## src/hdl/gdfs_pkg.sv

```systemverilog
// ----------------------------------------------------------------------------
// gdfs_pkg
// Shared constants, codes and controller/datapath interface types for the
// grid depth-first search unit.
// ----------------------------------------------------------------------------
package gdfs_pkg;

  localparam int DEF_MAX_ROWS = 64;
  localparam int DEF_MAX_COLS = 64;

  localparam int DIM_W      = 7;
  localparam int COORD_IN_W = 6;
  localparam int COUNT_W    = 13;
  localparam int CFG_IDX_W  = 1;
  localparam int DIR_W      = 3;

  // configuration register indexes
  localparam logic [CFG_IDX_W-1:0] CFG_GRID_ROWS = 1'b0;
  localparam logic [CFG_IDX_W-1:0] CFG_GRID_COLS = 1'b1;

  // neighbor order
  localparam logic [DIR_W-1:0] DIR_UP    = 3'd0;
  localparam logic [DIR_W-1:0] DIR_RIGHT = 3'd1;
  localparam logic [DIR_W-1:0] DIR_DOWN  = 3'd2;
  localparam logic [DIR_W-1:0] DIR_LEFT  = 3'd3;
  localparam logic [DIR_W-1:0] DIR_DONE  = 3'd4;

  typedef struct packed {
    logic clear_wr;
    logic load;
    logic start;
    logic step;
    logic test;
    logic pop;
    logic publish;
  } gdfs_cmd_t;

  typedef struct packed {
    logic clear_last;
    logic range_err;
    logic src_is_tgt;
    logic dir_done;
    logic stack_empty;
    logic nb_ok;
    logic nb_visited;
    logic nb_is_tgt;
    logic out_free;
  } gdfs_status_t;

endpackage

```

## src/hdl/gdfs_controller.sv

```systemverilog
// ----------------------------------------------------------------------------
// gdfs_controller
// Sequencer for the map clearing pass, request intake, neighbor walk,
// backtracking and result hand-off.
// ----------------------------------------------------------------------------
module gdfs_controller
  import gdfs_pkg::*;
(
  input  logic         clk,
  input  logic         rst_n,
  input  logic         in_valid,
  output logic         in_stall,
  input  gdfs_status_t status,
  output gdfs_cmd_t    cmd
);

  localparam logic [2:0] S_CLEAR = 3'd0;
  localparam logic [2:0] S_IDLE  = 3'd1;
  localparam logic [2:0] S_START = 3'd2;
  localparam logic [2:0] S_STEP  = 3'd3;
  localparam logic [2:0] S_TEST  = 3'd4;
  localparam logic [2:0] S_POP   = 3'd5;
  localparam logic [2:0] S_DONE  = 3'd6;

  logic [2:0] state_r, state_nxt;

  always_ff @(posedge clk) begin
    if (!rst_n) begin
      state_r <= S_CLEAR;
    end else begin
      state_r <= state_nxt;
    end
  end

  always_comb begin
    state_nxt = state_r;
    cmd       = '0;
    in_stall  = 1'b1;
    case (state_r)
      S_CLEAR: begin
        cmd.clear_wr = 1'b1;
        if (status.clear_last) state_nxt = S_IDLE;
      end
      S_IDLE: begin
        in_stall = 1'b0;
        if (in_valid) begin
          cmd.load  = 1'b1;
          state_nxt = S_START;
        end
      end
      S_START: begin
        cmd.start = 1'b1;
        if (status.range_err || status.src_is_tgt) state_nxt = S_DONE;
        else state_nxt = S_STEP;
      end
      S_STEP: begin
        if (status.dir_done) begin
          if (status.stack_empty) state_nxt = S_DONE;
          else state_nxt = S_POP;
        end else begin
          cmd.step = 1'b1;
          if (status.nb_ok) state_nxt = S_TEST;
        end
      end
      S_TEST: begin
        cmd.test = 1'b1;
        if (!status.nb_visited && status.nb_is_tgt) state_nxt = S_DONE;
        else state_nxt = S_STEP;
      end
      S_POP: begin
        cmd.pop   = 1'b1;
        state_nxt = S_STEP;
      end
      S_DONE: begin
        if (status.out_free) begin
          cmd.publish = 1'b1;
          state_nxt   = S_IDLE;
        end
      end
      default: state_nxt = S_IDLE;
    endcase
  end

  a_clear_first: assert property (@(posedge clk)
    !rst_n |=> state_r == S_CLEAR)
    else $error("reset does not start the clearing pass");

  a_publish_free: assert property (@(posedge clk) disable iff (!rst_n)
    cmd.publish |-> status.out_free)
    else $error("result overwrites a pending result");

  a_load_idle: assert property (@(posedge clk) disable iff (!rst_n)
    cmd.load |=> state_r == S_START)
    else $error("request load not followed by start");

endmodule

```

## config.mk

```make
export PLATFORM = sky130hd
export DESIGN_NAME = gdfs_controller
export DESIGN_NICKNAME = d
export VERILOG_FILES = /design/src/hdl/gdfs_pkg.sv /design/src/hdl/gdfs_controller.sv
export SDC_FILE = /design/constraint.sdc
export NUM_CORES = 1
export LEC_CHECK = 0
export BUFFER_PORTS_ARGS = -buffer_cell sky130_fd_sc_hd__buf_4
export CAP_MARGIN = 20
export CORE_AREA = 2 2 39 41
export CTS_BUF_LIST = sky130_fd_sc_hd__clkbuf_8
export DETAILED_ROUTE_END_ITERATION = 6
export DIE_AREA = 0 0 41 43
export PLACE_DENSITY = 0.52
export SYNTH_ARGS = -nofsm -noshare
export SYNTH_HDL_FRONTEND = slang
export SYNTH_SLANG_ARGS = --single-unit
```

## constraint.sdc

```tcl
create_clock -name clk -period 2.65 [get_ports clk]
set_clock_uncertainty 0.15 [all_clocks]
set_input_delay 0.1325 -clock clk [delete_from_list [all_inputs] [get_ports clk]]
set_output_delay 0.1325 -clock clk [all_outputs]
set_load 0.01 [all_outputs]
```

After elaboration in Yosys (flattened, before gate mapping)
Index checks and enable logic that the tools add are counted.
- equality and inequality tests: 10
- multiplexer cells: 20
- reductions and logical operators: 5
- operators by type and width (operator ; number):
    $mux 3 ; 7
    $pmux 3 s7 ; 1
    $mux 1 ; 11
    $eq 3x3->1 const B ; 3
    $eq 3x2->1 const B ; 2
    $ne 2x2->1 const B ; 3
    $reduce_and 4->1 ; 1
    $eq 3x1->1 const B ; 1
    $logic_not 3->1 ; 1
    $ne 3x3->1 const B ; 1
    $mux 2 ; 1
    $logic_and 1x1->1 ; 1
    $logic_not 1->1 ; 1
    $logic_or 1x1->1 ; 1
- register bits after elaboration: 3
- output and inout bits: 8
- logic and storage cells: 36

Longest topological paths before layout
Gate-level depths: netlist of the first run.
- depth after elaboration: 4
- mapped depth: 6
- gate-level depth less buffers: 5

Worst setup path before layout of the first run
Ideal clock, no wire load.
- path type: register to register
- start: reg state_r[1]
- end: reg state_r[0]
- arrival time: 1.405 ns
- required time: 2.378 ns
- setup slack: 0.973 ns
- stages on the path, launching flop included: 6
- path buffers: 1
- cell sequence: dfxtp_1 > buf_4 > nor3b_1 > mux2i_1 > nand2_1 > o311a_1
- cells in the longest elaborated chain, start to end: 3
- elaborated cells on any way between the ends: 13
- those cells by class: eq/ne: 10; mux: 1; reduce/logical: 2
- RTL lines (item ; line ; text):
    start: declaration ; gdfs_controller.sv:25 ; logic [2:0] state_r, state_nxt;
    start signal: assignment ; gdfs_controller.sv:31 ; state_r <= state_nxt;
    $eq 3x2->1 (tied with other cells) ; gdfs_controller.sv:39 ; case (state_r)
    $ne 3x3->1 (no source line) or $ne 2x2->1 (tied branches) ; - ;
    $reduce_and 4->1 (no source line) ; - ;
Parallel ways exist; a longest one is shown, timed or not.
A chain may end at the register's enable or synchronous reset.

Final worst setup path of the first run
- start: reg state_r[0]
- end: reg state_r[0]
Same word-level chain as after synthesis.

==> flow_summary.toml, run 1 <==
[worst_setup_path]
worstSetupPathType = "register to register"
r2r-start = "state_r[0]"
max_stage_delay_ns = 0.61
crit_path_start_kind = "register"
crit_required_ns = 2.60
crit_start = "state_r[0]"
worst-path-max-fanout = 14
regToRegEndpoint = "state_r[0]"
worstPathCellList = "nor3b_1 > mux2i_1 > nand2_1 > o311a_1"
end_kind = "register"
worstPathArrival_ns = 1.91
crit_path_top_delay_cell = "dfxtp_1"
r2r_setup_slack_ns = 0.69
reg2regPathDepth = 4
endpoint = "state_r[0]"

[synthesis]
synth-seq-cells = 3
synth_nets = 56
yosysTopAreaCell = "dfxtp_1"
ys_top_cells_by_count = "inv_1 (5), nor2_1 (5), a31oi_1 (3), dfxtp_1 (3), nand2_1 (3)"
yosys-top-cells-area = "dfxtp_1 (16%), nor4bb_4 (13%), buf_6 (6.0%)"
avgSynthCellArea_um2 = 8.73
synth-edff-count = 0
synth_cell_types = 26
netlist_instances = 43
synth_top_area_frac = 0.160
synthesis.area_um2 = 375
async_flop_share = 0
ys_seq_area_frac = 0.160
ys_warn_count = 0
synth_ff_type = "dfxtp_1"

[sta]
hold_viol = 0
finalHoldWorstSlack_ns = 0.0198
period_needed_ns = 1.96
rsz0062_at_grt = "no"
fin_crit_sh = 0.740
fin_ws_ns = 0.690
clock.fmax_ghz = 0.510
worst_slew_pin_slew_ns = 0.477
slew_headroom = 0.681
slew_violations = 0
setup_tns_ns = 0
setup_viol_count_final = 0

[floorplan]
coreArea_um2 = 1380
start_util = 0.271
die_y_um = 43
design.die.area_um2 = 1760
die_w_um = 41
rows = 14
ios = 20

[drt]
antenna_left = 0
wl_um = 845
drt_iter0_drc = 1
drc = 0
vias = 368
post_drt_wl_per_cell_um = 10.7
firstDrtPassIters = 2
vias_per_cell = 4.66

[cells_and_area]
multiInputGateArea_um2 = 267
seq_area_um2 = 60.1
fin_nets = 77
synthToLayoutAreaGrowth_pct = 47.3
finalInstanceArea_um2 = 553
antenna_cells = 0
regMostFlops = "state_r"
reg_top3 = "state_r x3"
fillerInstances = 145
instances_no_fill = 79
utilization = 0.400
largest_reg_flops = 3
drive_above_1_share = 0.476

[placed_design]
port_buffers = 19
gp_congestion = 0.677
place_hpwl_um = 643
dp.cells = 75
pre_cts_ws_ns = 0.697
placed_cell_area_um2 = 508

[power]
p_total_mw = 0.233
cellLeakagePower_nw = 0.246
power_density_nw_per_um2 = 420
ir_drop_v = 0.000337

[cts]
postCtsHoldBufs = 0
cts_buffer_depth = 2
clk_pin_slew_ns = 0.03
postCtsSetupBuffers = 0
cts-root-buf = "clkbuf_8"
clock_sinks = 3
cts-htree-levels = 1
cts-resized-gates = 0
clk_latency_ns = 0.22
numCtsBuffers = 3
cts_tree = "yes"

[global_routing]
grt_pass1_wl_um = 1310
grt_max_degree = 15
grt_pass1_vias = 329
grt.total_usage = 0.107
grt-ovfl-total = 0
antenna_found_initial = 0

[min_path]
worstHoldStart = "rst_n"
worst_hold_path_type = "primary input to register"

[job]
drv_cap = 0

[outcome]
status = "completed"
## cell usage in the layout, fill, tap and decap left out, drive strengths merged, types with 2 or more instances in the layout
master	instances
buf	19
clkbuf	3
nand2	3
a31oi	3
nor4bb	2
nor2	5
nor3	2
inv	6
dfxtp	3
## area by class of cell
cell class	instances	share of cell area
Sequential cell	3	0.109
Tap cell	16	0.0362
Timing Repair Buffer	19	0.258
Clock inverter	1	0.00679
Multi-Input combinational cell	32	0.482
Clock buffer	3	0.0747
Inverter	5	0.0339
## where the power goes
group / internal [mW] / switching [mW]
clock network: 0.0986 / 0.0305
logic: 0.0291 / 0.0198
registers: 0.0474 / 0.00702
## cell families (layout without fill, tap and decap cells)
group           Yosys count  in the layout  share of synthesized area
buf+inv                   8             28                      0.130
fa+ha+maj                 1              1                     0.0333
mux                       1              1                     0.0267
compound gates            9              9                      0.203
simple gates             21             21                      0.447
flops                     3              3                      0.160
## how the worst min path moves through the flow
stage,end,cells after the start
after global placement,state_r[2],2
after CTS,state_r[2],2
final,state_r[2],2
after detailed placement,state_r[2],2
after global routing,state_r[2],2
after floorplan,state_r[2],1
## per-layer routing
layer | up-vias | wire length (µm) | track usage
met3 | 0 | 85 | 0.0471
met4 | 0 | 0 | 0.0400
met2 | 13 | 335 | 0.147
met5 | - | 0 | 0
met1 | 162 | 424 | 0.145
li1 | 193 | - | -
## worst max-delay path, delay by kind of cell, from the launching register on
kind | cells | cell delay (ns)
mux | 1 | 0.31
compound gates | 1 | 0.34
simple gates | 2 | 0.43
flops | 1 | 0.61
Power figures use the tool's default switching activity.
==> inputs of run 2 (changes only) <==
==> constraint.sdc (replaced) <==
create_clock -name clk -period 2 [get_ports clk]
set_clock_uncertainty 0.15 [all_clocks]
set_input_delay 0.1 -clock clk [delete_from_list [all_inputs] [get_ports clk]]
set_output_delay 0.1 -clock clk [all_outputs]
set_load 0.01 [all_outputs]
==> run 2 against run 1 <==
Compared with the run above:
- clock-buffer cell count stayed put
- via count grew 3.8%
- sequential power rose by 21%
- power is 36% higher
- global-route usage rose by 0.79 points
- largest cell class unchanged
- wire length up 5.3%
- cell area grew 4.5%
- first-iteration DRC count grew 100%
- worst hold slack improved by 0.10 ns
- core utilization up 1.8 points
==> flow_summary.toml, run 2 (synthesis results as in run 1) <==
[drt]
met3_length_um = 73
top_layer = "met3"
wl_met2_um = 422
drc = 0
antenna_left = 0
post_drt_wl_per_cell_um = 10.9
firstDrtPassIters = 2
vias = 382
vias_per_cell = 4.66
drt_iter0_drc = 2
wl_um = 890
wl_met1_um = 395

[outcome]
status = "completed"

[placed_design]
port_buffers = 19
placed_cell_area_um2 = 523
pre_cts_ws_ns = 0.218
dp.cells = 77
gp_congestion = 0.781
place_hpwl_um = 718

[cts]
numCtsBuffers = 3
cts_tree = "yes"
clock_sinks = 3
cts-root-buf = "clkbuf_8"
postCtsSetupBuffers = 0
cts-htree-levels = 1
clk_pin_slew_ns = 0.03
cts-resized-gates = 0
cts_buffer_depth = 2
clk_latency_ns = 0.22
postCtsHoldBufs = 1

[floorplan]
die_w_um = 41
design.die.area_um2 = 1760
rows = 14
die_y_um = 43
coreArea_um2 = 1380
start_util = 0.271
ios = 20

[cells_and_area]
largest_reg_flops = 3
seq_area_um2 = 60.1
fillerInstances = 140
instances_no_fill = 82
layout_common_cells = "buf_4 (21), inv_1 (6), nor2_1 (5)"
utilization = 0.418
final_common_cell = "buf_4"
synthToLayoutAreaGrowth_pct = 54.0
fin_nets = 80
reg_top3 = "state_r x3"
drive_above_1_share = 0.485
multiInputGateArea_um2 = 267
finalInstanceArea_um2 = 578
antenna_cells = 0
regMostFlops = "state_r"

[global_routing]
grt_max_degree = 12
grt.total_usage = 0.115
grt_pass1_vias = 335
grt_pass1_wl_um = 1360
grt-ovfl-total = 0
antenna_found_initial = 0

[sta]
period_needed_ns = 1.78
setup_tns_ns = 0
fin_crit_sh = 0.888
slew_headroom = 0.733
rsz0062_at_grt = "no"
fin_ws_ns = 0.225
hold_viol = 0
clock.fmax_ghz = 0.563
slew_violations = 0
worst_slew_pin_slew_ns = 0.400
setup_viol_count_final = 0
finalHoldWorstSlack_ns = 0.122

[power]
ir_drop_v = 0.000237
p_switching_mw = 0.0794
p_total_mw = 0.316
p_clk_frac = 0.550
switching_share = 0.251
p_int_mw = 0.236
cellLeakagePower_nw = 0.260
power_frac_seq = 0.209
power_density_nw_per_um2 = 546
power_frac_comb = 0.241

[worst_setup_path]
worstPathCellList = "nor3b_1 > mux2i_1 > nand2_1 > o311a_1"
max_stage_delay_ns = 0.42
worstSetupPathType = "register to register"
path_buf_inv = 0
path_delay_family = "simple AND/OR/NAND/NOR gates"
worstPathArrival_ns = 1.73
crit_required_ns = 1.95
worst-path-max-fanout = 11
crit_path_top_delay_cell = "dfxtp_1"
crit_path_start_kind = "register"
end_kind = "register"

[min_path]
worst_hold_path_type = "primary input to register"

[job]
drv_cap = 0
[run 2: changes by cell type in the layout (fill, tap and decap cells not counted), sizes merged]
cell	delta
buf	+2
dlygate4sd3	+1
[run 2: final cells by class]
type / instances / share of cell area
multi-input combinational: 32 / 0.461
timing repair buffer: 22 / 0.290
sequential: 3 / 0.104
clock buffer: 3 / 0.0714
tap: 16 / 0.0346
inverter: 5 / 0.0325
clock inverter: 1 / 0.00649
[run 2: path summary, 6_finish.rpt]
check	from	end	slack, ns	cells after the start
max	state_r[2]	state_r[0]	0.22	4
max reg2reg	state_r[2]	state_r[0]	0.22	4
min	status[0]	state_r[2]	0.12	4
min reg2reg	state_r[1]	state_r[1]	0.53	3
[run 2: power by group through the flow]
stage	Clock [mW]	Sequential, mW	Combinational (mW)
2_1_floorplan	0	0.0669	0.0424
6_report	0.174	0.0660	0.0761
5_1_grt	0.180	0.0663	0.0836
3_3_place_gp	0	0.0669	0.0749
3_5_place_dp	0	0.0669	0.0752
4_1_cts	0.180	0.0660	0.0771
[run 2: worst reg2reg max path, delay by kind of cell, from the launching register on]
| kind | cells | cell delay [ns] |
|---|---|---|
| AO/OA/AOI/OAI | 1 | 0.34 |
| flip-flops | 1 | 0.42 |
| multiplexers | 1 | 0.32 |
| AND/OR/NAND/NOR | 2 | 0.44 |
[run 2: per-layer routing]
layer | up-vias | GRT usage
met2 | 13 | 0.153
met1 | 170 | 0.154
met4 | 0 | 0.0800
met5 | - | 0
met3 | 0 | 0.0314
li1 | 199 | -
